File: src/rtl/core/assert_macros.svh
// Assertion macros used by the evaluator top level
`ifndef ASSERT_MACROS_SVH
`define ASSERT_MACROS_SVH

// property holds at every clock edge outside reset
`define PSEV_ASSERT(lbl, prop, msg) \
  lbl: assert property (@(posedge clk_i) disable iff (!rst_ni) (prop)) else $error(msg);

// antecedent implies consequent in the same cycle
`define PSEV_ASSERT_IMPL(lbl, ante, cons, msg) \
  lbl: assert property (@(posedge clk_i) disable iff (!rst_ni) (ante) |-> (cons)) else $error(msg);

// antecedent implies consequent in the next cycle
`define PSEV_ASSERT_NEXT(lbl, ante, cons, msg) \
  lbl: assert property (@(posedge clk_i) disable iff (!rst_ni) (ante) |=> (cons)) else $error(msg);

`endif

File: src/rtl/core/psev_pkg.sv
// Types and constants of the postfix stack evaluator
package psev_pkg;

  typedef enum logic [3:0] {
    OP_PUSH    = 4'd0,
    OP_ADD     = 4'd1,
    OP_SUB     = 4'd2,
    OP_MUL     = 4'd3,
    OP_XOR     = 4'd4,
    OP_ROTL    = 4'd5,
    OP_ROTR    = 4'd6,
    OP_SHL     = 4'd7,
    OP_SAR     = 4'd8,
    OP_AND     = 4'd9,
    OP_OR      = 4'd10,
    OP_NOT     = 4'd11,
    OP_INVALID = 4'd12
  } opcode_e;

  typedef enum logic [1:0] {
    ST_OK      = 2'd0,
    ST_UNDER   = 2'd1,
    ST_OVER    = 2'd2,
    ST_INVALID = 2'd3
  } status_e;

  typedef enum logic [1:0] {
    S_IDLE,
    S_EXEC,
    S_DONE
  } ctrl_state_e;

  typedef struct packed {
    logic [3:0]         operation;
    logic signed [31:0] operand_value;
    logic               last_token;
  } token_t;

  typedef struct packed {
    logic signed [31:0] result_value;
    logic [1:0]         status;
  } result_t;

  typedef struct packed {
    logic    accept;
    logic    push;
    logic    rd;
    logic    exec;
    logic    negate;
    logic    set_err;
    status_e err_code;
    logic    finish;
  } psev_cmd_t;

  typedef struct packed {
    logic err;
    logic empty;
    logic lt2;
    logic full;
  } psev_sts_t;

endpackage

File: src/rtl/core/psev_ctrl.sv
// Token sequencer: decodes requests and steps the datapath
module psev_ctrl (
  input  logic              clk_i,
  input  logic              rst_ni,
  input  logic              start,
  input  psev_pkg::token_t  token_i,
  input  psev_pkg::psev_sts_t sts_i,
  output logic              busy_o,
  output logic              done_o,
  output psev_pkg::psev_cmd_t cmd_o
);
  import psev_pkg::*;

  ctrl_state_e state_q, state_d;
  logic        last_q, last_d;

  always_ff @(posedge clk_i or negedge rst_ni) begin
    if (!rst_ni) begin
      state_q <= S_IDLE;
      last_q  <= 1'b0;
    end else begin
      state_q <= state_d;
      last_q  <= last_d;
    end
  end

  always_comb begin
    state_d = state_q;
    last_d  = last_q;
    cmd_o   = '0;
    cmd_o.err_code = ST_OK;
    busy_o  = (state_q != S_IDLE);
    done_o  = 1'b0;
    case (state_q)
      S_IDLE: begin
        if (start) begin
          cmd_o.accept = 1'b1;
          last_d  = token_i.last_token;
          state_d = token_i.last_token ? S_DONE : S_IDLE;
          if (!sts_i.err) begin
            case (token_i.operation)
              OP_PUSH: begin
                if (sts_i.full) begin
                  cmd_o.set_err  = 1'b1;
                  cmd_o.err_code = ST_OVER;
                end else begin
                  cmd_o.push = 1'b1;
                end
              end
              OP_ADD, OP_SUB, OP_MUL, OP_XOR, OP_ROTL, OP_ROTR,
              OP_SHL, OP_SAR, OP_AND, OP_OR: begin
                if (sts_i.lt2) begin
                  cmd_o.set_err  = 1'b1;
                  cmd_o.err_code = ST_UNDER;
                end else begin
                  cmd_o.rd = 1'b1;
                  state_d  = S_EXEC;
                end
              end
              OP_NOT: begin
                if (sts_i.empty) begin
                  cmd_o.set_err  = 1'b1;
                  cmd_o.err_code = ST_UNDER;
                end else begin
                  cmd_o.negate = 1'b1;
                end
              end
              default: begin
                cmd_o.set_err  = 1'b1;
                cmd_o.err_code = ST_INVALID;
              end
            endcase
          end
        end
      end
      S_EXEC: begin
        cmd_o.exec = 1'b1;
        state_d    = last_q ? S_DONE : S_IDLE;
      end
      S_DONE: begin
        done_o       = 1'b1;
        cmd_o.finish = 1'b1;
        state_d      = S_IDLE;
      end
      default: begin
        state_d = S_IDLE;
      end
    endcase
  end

endmodule

File: config.mk
export PLATFORM = sky130hd
export DESIGN_NAME = psev_ctrl
export DESIGN_NICKNAME = d
export VERILOG_FILES = /design/src/rtl/core/assert_macros.svh /design/src/rtl/core/psev_pkg.sv /design/src/rtl/core/psev_ctrl.sv
export SDC_FILE = /design/constraint.sdc
export NUM_CORES = 1
export LEC_CHECK = 0
export ABC_CLOCK_PERIOD_IN_PS = 1100
export BUFFER_PORTS_ARGS = -buffer_cell sky130_fd_sc_hd__buf_2
export CORE_MARGIN = 5
export CORE_UTILIZATION = 20
export CTS_CLUSTER_SIZE = 25
export DETAILED_ROUTE_END_ITERATION = 8
export PLACE_DENSITY = 0.71
export SYNTH_ARGS = -nofsm -noshare
export SYNTH_HDL_FRONTEND = slang
export SYNTH_SLANG_ARGS = --single-unit
File: constraint.sdc
create_clock -name clk_i -period 1.1 [get_ports clk_i]
set_input_delay 0.055 -clock clk_i [delete_from_list [all_inputs] [get_ports clk_i]]
set_output_delay 0.055 -clock clk_i [all_outputs]
set_load 0.01 [all_outputs]
Word-level counts from Yosys, hierarchy flattened
Cells that the tools add are included.
- word-level logic and storage cells: 46
- bits of input ports: 44
- flip-flop bits (word level): 3
- muxes and demuxes: 25
- reduce and logical (&&, ||, !) cells: 5
- equality and inequality tests: 14
- operators with widths (operator ; number):
    $eq A4 B3 Y1 const B ; 4
    $eq A4 B4 Y1 const B ; 4
    $mux W3 ; 5
    $mux W2 ; 7
    $mux W4 ; 3
    $reduce_or A10 Y1 ; 1
    $pmux W3 S3 ; 1
    $eq A4 B2 Y1 const B ; 2
    $mux W1 ; 8
    $eq A4 B1 Y1 const B ; 1
    $logic_not A4 Y1 ; 1
    $pmux W2 S2 ; 1
    $eq A2 B1 Y1 const B ; 1
    $eq A2 B2 Y1 const B ; 1
    $logic_not A2 Y1 ; 1
    $ne A2 B2 Y1 const B ; 1
    $reduce_and A2 Y1 ; 1
    $reduce_bool A2 Y1 ; 1

Logic depth before layout (Yosys ltp)
Gate-level depths: netlist of run 1.
- depth in word-level cells: 6
- gate-level depth with buffers: 3
- gate-level depth less buffers: 3

Worst setup path before layout of run 1
No wires, ideal clock.
- path type: flip-flop to output port
- from: register state_q[1]
- to: output port cmd_o[4] (netlist bit)
- cell stages (with the launch flop): 4
- path buffers: 0
- path slack: -0.187 ns
- data arrival time: 1.232 ns
- cell sequence: dfrtp_1 nor3b_2 nand2_1 nor3_1
- RTL lines (element ; line ; source):
    start, declared ; psev_ctrl.sv:14 ; ctrl_state_e state_q, state_d;
    start signal, assigned ; psev_ctrl.sv:22 ; state_q <= state_d;
    end, declared ; psev_ctrl.sv:10 ; output psev_pkg::psev_cmd_t cmd_o

==> flow_metrics.py, run 1 <==
metrics = {
    "global_route": {
        "grt_pass1_vias": 383,
        "grt_pass1_wl_um": 1550,
        "grt_antenna_before_repair": 0,
        "grtUsageTotal": 0.104,
        "grt_max_degree": 7,
        "grt-ovfl-total": 0,
    },
    "sta": {
        "max-slew-margin-rel": 0.760,
        "timing.fmax_ghz": 0.724,
        "tightest_slew_ns": 0.356,
        "post-route-min-period_ns": 1.38,
        "rsz0062_at_grt": "true",
        "skew_ns": 0.00178,
        "fin_ws_ns": -0.282,
        "whs_ns": 0.0808,
        "final-max-slew-violation-count": 0,
        "finalHoldViolations": 0,
        "fin_crit_sh": 1.26,
        "setup_violations": 10,
    },
    "detailed_routing": {
        "vias": 375,
        "drt_pass1_iterations": 4,
        "initialDrtViolationCount": 6,
        "detail_route.vias_per_cell": 4.52,
        "ant_nets": 0,
        "wire_per_inst_um": 11.4,
        "drc": 0,
        "wirelength_um": 944,
    },
    "finish": {
        "design_area_um2": 586,
        "syn2layout_area_growth_pct": 119,
        "mostFrequentLayoutCells": "buf_2, buf_4, nor3_2, buf_6",
        "mostFrequentLayoutCell": "buf_2",
        "fin_nets": 113,
        "drive_above_1_share": 0.706,
        "n_antenna_cell": 0,
        "final_cells": 83,
        "fin_util": 0.456,
    },
    "logic_synthesis": {
        "yosys_warnings": 0,
        "yosys.area.top_type_share": 0.280,
        "ys_ff_latch": 3,
        "synth.avg_cell_area_um2": 8.37,
        "synth_area_leaders": "dfrtp_1, nor3_1, nor2b_1",
        "synth_cell_types": 23,
        "syn_nets": 76,
        "async_reset_ff_frac": 1.00,
        "syn_area_um2": 268,
        "synth_top_cell_by_area": "dfrtp_1",
        "seq_area_frac_synth": 0.280,
        "synth-edff-count": 0,
        "syn-instance-count": 32,
        "ys.flop_type": "dfrtp_1",
    },
    "floorplan": {
        "core_area_mm2": 0.00128,
        "core.rowCount": 13,
        "die_area_mm2": 0.00217,
        "start_util": 0.208,
        "chipWidth_um": 46.6,
        "die_y_um": 46.6,
        "io_pins": 55,
    },
    "placement": {
        "portBuffers": 22,
        "place_area_um2": 464,
        "dp.cells": 75,
        "hpwl_um": 772,
        "gp_congestion": 0.829,
    },
    "power_and_ir_drop": {
        "ir_drop_mv": 0.636,
        "internal_power_w": 0.000373,
        "p_sw_w": 0.000150,
        "p_seq_frac": 0.249,
        "swShare": 0.287,
        "p_per_area_mw_per_mm2": 895,
        "p_leak_nw": 0.295,
        "clkPwrFrac": 0.359,
        "power_frac_comb": 0.393,
    },
    "worst_setup_path": {
        "crit_fanout": 3,
        "startpoint_type": "register",
        "ff2ff_path_depth": 3,
        "cp.arrival_ns": 1.33,
        "cp-end-kind": "output pin",
        "crit_required_ns": 1.04,
        "path_class": "reg2out",
    },
    "run_status": {
        "failed_checks": "negative setup slack",
        "outcome": "finished, violations left",
    },
    "clocking": {
        "clock_path_buffers": 2,
        "clock-sinks": 3,
        "clkTransAtPathRegs_ns": 0.04,
        "clock_latency_ns": 0.23,
        "ctsHtreeMaxLevel": 1,
        "clockRootBuffer": "clkbuf_4",
        "cts_buffers": 3,
        "cts_tree": "built",
    },
    "min_path": {
        "hp-class": "in2reg",
        "hold_path_depth": 2,
    },
    "job": {
        "drv_cap": 0,
    },
}
[cell families after synthesis]
family / synth area share
buf+inv: 0.0561
flops: 0.280
compound gates: 0.262
mux: 0.0421
simple gates: 0.360
[final cells by class]
class	count	area, um2
sequential	3	75.1
timing repair buffer	33	218
inverter	2	7.51
multi-input combinational	26	240
clock buffer	4	26.3
tap	15	18.8
fill	129	699
[repair_timing]
action	in CTS	in global routing
pin swaps	7	1
setup endpoints to repair	12	14
gates resized for setup	12	2
hold buffers	1	0
endpoints found under the hold margin	3	0
buffers inserted	3	0
[power by group through the flow]
| stage | Sequential (W) | Clock [W] | Combinational (W) |
|---|---|---|---|
| 5_1_grt | 0.000132 | 0.000213 | 0.000225 |
| 2_1_floorplan | 0.000130 | 0 | 0.0000754 |
| 6_report | 0.000130 | 0.000188 | 0.000206 |
| 3_5_place_dp | 0.000131 | 0 | 0.000153 |
| 4_1_cts | 0.000130 | 0.000201 | 0.000202 |
| 3_3_place_gp | 0.000130 | 0 | 0.000152 |
[critical path: stages, from the launching register on]
cell	delay (ns)
dfrtp_1	0.40
buf_4	0.16
or2_4	0.25
nor3_2	0.14
buf_2	0.14
[final timing paths]
kind                            slack [ns]        from    endpoint
worst max-delay path                 -0.28  state_q[0]    cmd_o[6]
worst min-delay path                  0.08  token_i[0]      last_q
worst max register to register       -0.13  state_q[0]      last_q
worst min register to register        0.51      last_q  state_q[1]
max in group asynchronous             0.83      rst_ni      last_q
min in group asynchronous             0.15      rst_ni  state_q[1]
[routing by layer]
metal | track usage | up-vias | part of all wire
met1 | 0.120 | 163 | 0.42
li1 | - | 195 | -
met4 | 0.0682 | 0 | 0
met3 | 0.0313 | 0 | 0.11
met5 | 0 | - | 0
met2 | 0.165 | 17 | 0.47
[stage by stage]
| stage | setup TNS (ns) | setup slack (ns) | power [W] |
|---|---|---|---|
| floorplan | -0.469 | -0.0908 | 0.000205 |
| detailed placement | -0.772 | -0.131 | 0.000285 |
| CTS | -2.30 | -0.292 | 0.000533 |
| finish | -2.04 | -0.282 | 0.000524 |
| global placement | -0.520 | -0.0913 | 0.000282 |
| global route | -2.85 | -0.348 | 0.000570 |
[flip-flops by register name, indices dropped and copies added (netlist names)]
register,count
state_q,2
last_q,1
[synth_stat cells (2+ instances only)]
master,number
dfrtp_1,3
nor3_1,4
inv_1,2
nor2b_1,3
nor2_1,2
Power figures use the tool's default switching activity.
==> run 2, diff against run 1 <==
--- a/config.mk
+++ b/config.mk
@@ -7,7 +7,7 @@
 export LEC_CHECK = 0
 export ABC_CLOCK_PERIOD_IN_PS = 1100
 export BUFFER_PORTS_ARGS = -buffer_cell sky130_fd_sc_hd__buf_2
-export CORE_MARGIN = 5
+export CORE_MARGIN = 1
 export CORE_UTILIZATION = 20
 export CTS_CLUSTER_SIZE = 25
 export DETAILED_ROUTE_END_ITERATION = 8
==> flow_metrics.py, run 2 (same netlist as run 1, synthesis figures left out) <==
metrics = {
    "floorplan": {
        "chipWidth_um": 38.6,
        "start_util": 0.229,
        "core.rowCount": 12,
        "die_y_um": 38.6,
        "die_area_mm2": 0.00149,
        "io_pins": 55,
        "core_area_mm2": 0.00117,
    },
    "finish": {
        "mostFrequentLayoutCells": "buf_2, buf_4",
        "multiInputGateArea_um2": 225,
        "drive_above_1_share": 0.696,
        "syn2layout_area_growth_pct": 113,
        "design_area_um2": 571,
        "num-fill-cells": 108,
        "regMostFlops": "state_q",
        "regArea_um2": 75.1,
        "mostFrequentLayoutCell": "buf_2",
        "fin_nets": 114,
        "largest_reg_flops": 2,
        "n_antenna_cell": 0,
        "top_regs": "state_q: 2 flops, last_q: 1 flops",
    },
    "placement": {
        "gp_congestion": 0.671,
        "hpwl_um": 669,
        "portBuffers": 22,
        "place_area_um2": 470,
    },
    "clocking": {
        "ctsHtreeMaxLevel": 1,
        "clockRootBuffer": "clkbuf_4",
        "cts_tree": "built",
        "clock-sinks": 3,
        "clkTransAtPathRegs_ns": 0.04,
        "clock_latency_ns": 0.23,
        "clock_path_buffers": 2,
        "cts_buffers": 3,
    },
    "sta": {
        "final-max-slew-violation-count": 0,
        "fin_crit_sh": 1.25,
        "max-slew-margin-rel": 0.744,
        "post-route-min-period_ns": 1.37,
        "timing.fmax_ghz": 0.727,
        "fin_ws_ns": -0.275,
        "setup_violations": 13,
        "tightest_slew_ns": 0.381,
        "rsz0062_at_grt": "true",
        "skew_ns": 0.000105,
        "finalHoldViolations": 0,
    },
    "detailed_routing": {
        "detail_route.vias_per_cell": 4.73,
        "ant_nets": 0,
        "wirelength_um": 887,
        "wire_per_inst_um": 10.7,
        "initialDrtViolationCount": 3,
        "drc": 0,
        "vias": 393,
        "drt_pass1_iterations": 4,
    },
    "global_route": {
        "grt_antenna_before_repair": 0,
        "grt_max_degree": 5,
        "grt_pass1_vias": 334,
        "grtUsageTotal": 0.140,
        "grt-ovfl-total": 0,
        "grt_pass1_wl_um": 1360,
    },
    "power_and_ir_drop": {
        "p_per_area_mw_per_mm2": 915,
        "total_power_w": 0.000522,
        "p_leak_nw": 0.294,
        "ir_drop_mv": 0.536,
    },
    "job": {
        "drv_cap": 0,
    },
    "worst_setup_path": {
        "startpoint": "state_q[0]",
        "crit_fanout": 4,
        "startpoint_type": "register",
        "path_class": "reg2out",
        "reg2reg_from": "state_q[0]",
        "crit_required_ns": 1.04,
        "cp-end-kind": "output pin",
        "ff2ff_path_depth": 3,
        "cp.arrival_ns": 1.32,
    },
    "min_path": {
        "hold_start": "token_i[0]",
        "hold_path_depth": 2,
        "hp-class": "in2reg",
    },
    "run_status": {
        "outcome": "finished, violations left",
        "failed_checks": "negative setup slack",
    },
}
## run 2: cell count changes in the layout (fill, tap and decap cells not counted)
cell / delta
buf_6: -1
nor2b_2: +2
nor3_2: -1
nor2b_4: -2
buf_4: +1
nor3_1: +1
buf_2: +1
## run 2: cell type report
cell class                 count  share of cell area
multi-input combinational     26               0.395
timing repair buffer          34               0.384
sequential                     3               0.132
clock buffer                   4              0.0461
tap                           14              0.0307
inverter                       2              0.0132
## run 2: critical path, stage by stage, from the launching register on
cell	delay [ns]
dfrtp_1	0.40
nor3b_4	0.26
nand2_2	0.13
nor3_2	0.15
buf_2	0.14
## run 2: per-stage QoR
stage	TNS, ns	utilization	instances	hold WS [ns]	setup slack (ns)
after floorplan	-0.469	-	32	-0.241	-0.0908
after global placement	-0.429	0.402	75	-0.148	-0.0960
after detailed placement	-0.537	0.402	75	-0.147	-0.115
after CTS	-2.11	0.469	82	0.0703	-0.284
after global routing	-3.00	0.487	83	0.0714	-0.378
final	-2.14	0.487	83	0.0789	-0.275
## run 2: final timing paths
path | endpoint | slack (ns)
setup / recovery | cmd_o[7] | -0.27
hold / removal | last_q | 0.08
setup reg to reg | last_q | -0.14
hold reg to reg | state_q[1] | 0.49
max in group asynchronous | state_q[0] | 0.85
min in group asynchronous | last_q | 0.14
## run 2: where the power goes
| group | internal [W] | total, W | switching, W |
|---|---|---|---|
| Clock | 0.000136 | 0.000194 | 0.0000580 |
| Sequential | 0.000121 | 0.000130 | 0.00000827 |
| Combinational | 0.000111 | 0.000198 | 0.0000870 |
| Total | 0.000369 | 0.000522 | 0.000153 |
## run 2: per-layer routing
layer,share of wire,GRT usage,wire length (um)
met2,0.51,0.217,450
met4,0.019,0.129,17
met1,0.43,0.153,381
met3,0.044,0.0347,39
met5,0,0,0
## run 2: timing repair
| item | 4_1_cts | 5_1_grt |
|---|---|---|
| buffers inserted | 2 | 1 |
| hold endpoints to repair | 3 | 0 |
| endpoints found under the setup margin | 12 | 13 |
| pin swaps | 8 | 7 |
| resized for setup | 7 | 3 |
| hold buffers | 1 | 0 |
==> run 3, diff against run 2 <==
--- a/config.mk
+++ b/config.mk
@@ -12,6 +12,7 @@
 export CTS_CLUSTER_SIZE = 25
 export DETAILED_ROUTE_END_ITERATION = 8
 export PLACE_DENSITY = 0.71
+export RECOVER_POWER = 100
 export SYNTH_ARGS = -nofsm -noshare
 export SYNTH_HDL_FRONTEND = slang
 export SYNTH_SLANG_ARGS = --single-unit
==> constraint.sdc (replaced) <==
create_clock -name clk_i -period 1.1 [get_ports clk_i]
set_input_delay 0.11 -clock clk_i [delete_from_list [all_inputs] [get_ports clk_i]]
set_output_delay 0.11 -clock clk_i [all_outputs]
set_load 0.01 [all_outputs]
==> flow_metrics.py, run 3 (same netlist as run 1, synthesis figures left out) <==
metrics = {
    "clocking": {
        "clkTransAtPathRegs_ns": 0.04,
        "clock_latency_ns": 0.23,
        "cts_buffers": 3,
        "cts_tree": "built",
        "clock_path_buffers": 2,
        "ctsHtreeMaxLevel": 1,
        "clockRootBuffer": "clkbuf_4",
        "clock-sinks": 3,
    },
    "global_route": {
        "grt_antenna_before_repair": 0,
        "grt-ovfl-total": 0,
        "grtUsageTotal": 0.135,
        "grt_pass1_wl_um": 1390,
        "grt_pass1_vias": 363,
        "grt_max_degree": 5,
    },
    "power_and_ir_drop": {
        "p_sw_w": 0.000153,
        "internal_power_w": 0.000373,
        "ir_drop_mv": 0.632,
        "p_seq_frac": 0.248,
        "swShare": 0.291,
        "power_frac_comb": 0.390,
        "p_per_area_mw_per_mm2": 919,
        "p_leak_nw": 0.291,
        "clkPwrFrac": 0.361,
    },
    "placement": {
        "gp_congestion": 0.641,
        "dp.cells": 74,
        "dpl_worst_slack_ns": -0.212,
        "hpwl_um": 734,
        "portBuffers": 22,
    },
    "floorplan": {
        "die_area_mm2": 0.00149,
        "io_pins": 55,
        "core_area_mm2": 0.00117,
        "die_y_um": 38.6,
        "chipWidth_um": 38.6,
        "start_util": 0.229,
        "core.rowCount": 12,
    },
    "sta": {
        "timing.fmax_ghz": 0.678,
        "whs_ns": 0.137,
        "tightest_slew_ns": 0.358,
        "final-max-slew-violation-count": 0,
        "tns_ns": -3.13,
        "finalHoldViolations": 0,
        "fin_crit_sh": 1.34,
        "max-slew-margin-rel": 0.759,
        "post-route-min-period_ns": 1.48,
        "rsz0062_at_grt": "true",
        "setup_violations": 13,
        "skew_ns": 0.000361,
        "fin_ws_ns": -0.375,
    },
    "worst_setup_path": {
        "startpoint_type": "register",
        "crit_fanout": 4,
        "cp.arrival_ns": 1.37,
        "crit_required_ns": 0.99,
        "ff2ff_path_depth": 5,
        "cp-end-kind": "output pin",
        "path_class": "reg2out",
    },
    "finish": {
        "regMostFlops": "state_q",
        "fin_nets": 113,
        "top_regs": "state_q: 2 flops, last_q: 1 flops",
        "drive_above_1_share": 0.676,
        "n_antenna_cell": 0,
        "syn2layout_area_growth_pct": 114,
        "final_cells": 82,
        "fin_util": 0.488,
        "largest_reg_flops": 2,
        "mostFrequentLayoutCell": "buf_2",
        "num-fill-cells": 112,
        "mostFrequentLayoutCells": "buf_2, buf_4, buf_6",
    },
    "detailed_routing": {
        "detail_route.vias_per_cell": 4.82,
        "wirelength_um": 913,
        "initialDrtViolationCount": 5,
        "vias": 395,
        "ant_nets": 0,
        "wire_per_inst_um": 11.1,
        "drt_pass1_iterations": 3,
        "drc": 0,
    },
    "job": {
        "drv_cap": 0,
    },
    "run_status": {
        "outcome": "finished, violations left",
        "failed_checks": "negative setup slack",
    },
    "min_path": {
        "hp-class": "in2reg",
        "hold_path_depth": 2,
    },
}
## run 3: area by class of cell
class,count,area (um2),share of cell area
flip-flops and latches,3,75.1,0.131
well taps,14,17.5,0.0306
clock buffers,4,26.3,0.0460
repair buffers,33,218,0.381
multi-input cells,26,228,0.398
inverters,2,7.51,0.0131
## run 3: power groups by stage
stage                     Sequential (W)  Combinational (W)  Clock (W)
after detailed placement        0.000131           0.000162          0
after floorplan                 0.000130          0.0000812          0
after global routing            0.000131           0.000221   0.000203
after global placement          0.000130           0.000160          0
after CTS                       0.000130           0.000190   0.000204
final                           0.000130           0.000205   0.000190
## run 3: worst paths after layout
| check | start | endpoint | slack [ns] |
|---|---|---|---|
| worst max-delay path | state_q[1] | cmd_o[3] | -0.38 |
| worst min-delay path | token_i[0] | last_q | 0.14 |
| worst max register to register | state_q[1] | last_q | -0.31 |
| worst min register to register | last_q | state_q[1] | 0.49 |
| max in group asynchronous | rst_ni | state_q[0] | 0.74 |
| min in group asynchronous | rst_ni | last_q | 0.21 |
## run 3: per-stage QoR
stage	cell area, um2	power, W
final	572	0.000526
after global routing	572	0.000555
after CTS	548	0.000524
after detailed placement	479	0.000293
after global placement	479	0.000290
after floorplan	307	0.000211
## run 3: repair_timing
action	4_1_cts	5_1_grt
pin swaps	5	2
endpoints found under the hold margin	3	0
setup endpoints to repair	13	14
resized for setup	4	4
hold buffers	1	0
buffers inserted	2	1
## run 3: routing by layer
metal	global-route usage	vias to the layer above	part of all wire
li1	-	198	-
met1	0.136	184	0.37
met2	0.254	13	0.56
met3	0.00578	0	0.062
met4	0.103	0	0
met5	0	-	0
## run 3: worst max-delay path, stage by stage (launching register included)
cell and delay, ns:
dfrtp_1 0.42, nor3b_4 0.26, o2111ai_2 0.18, o22ai_2 0.13, buf_2 0.15
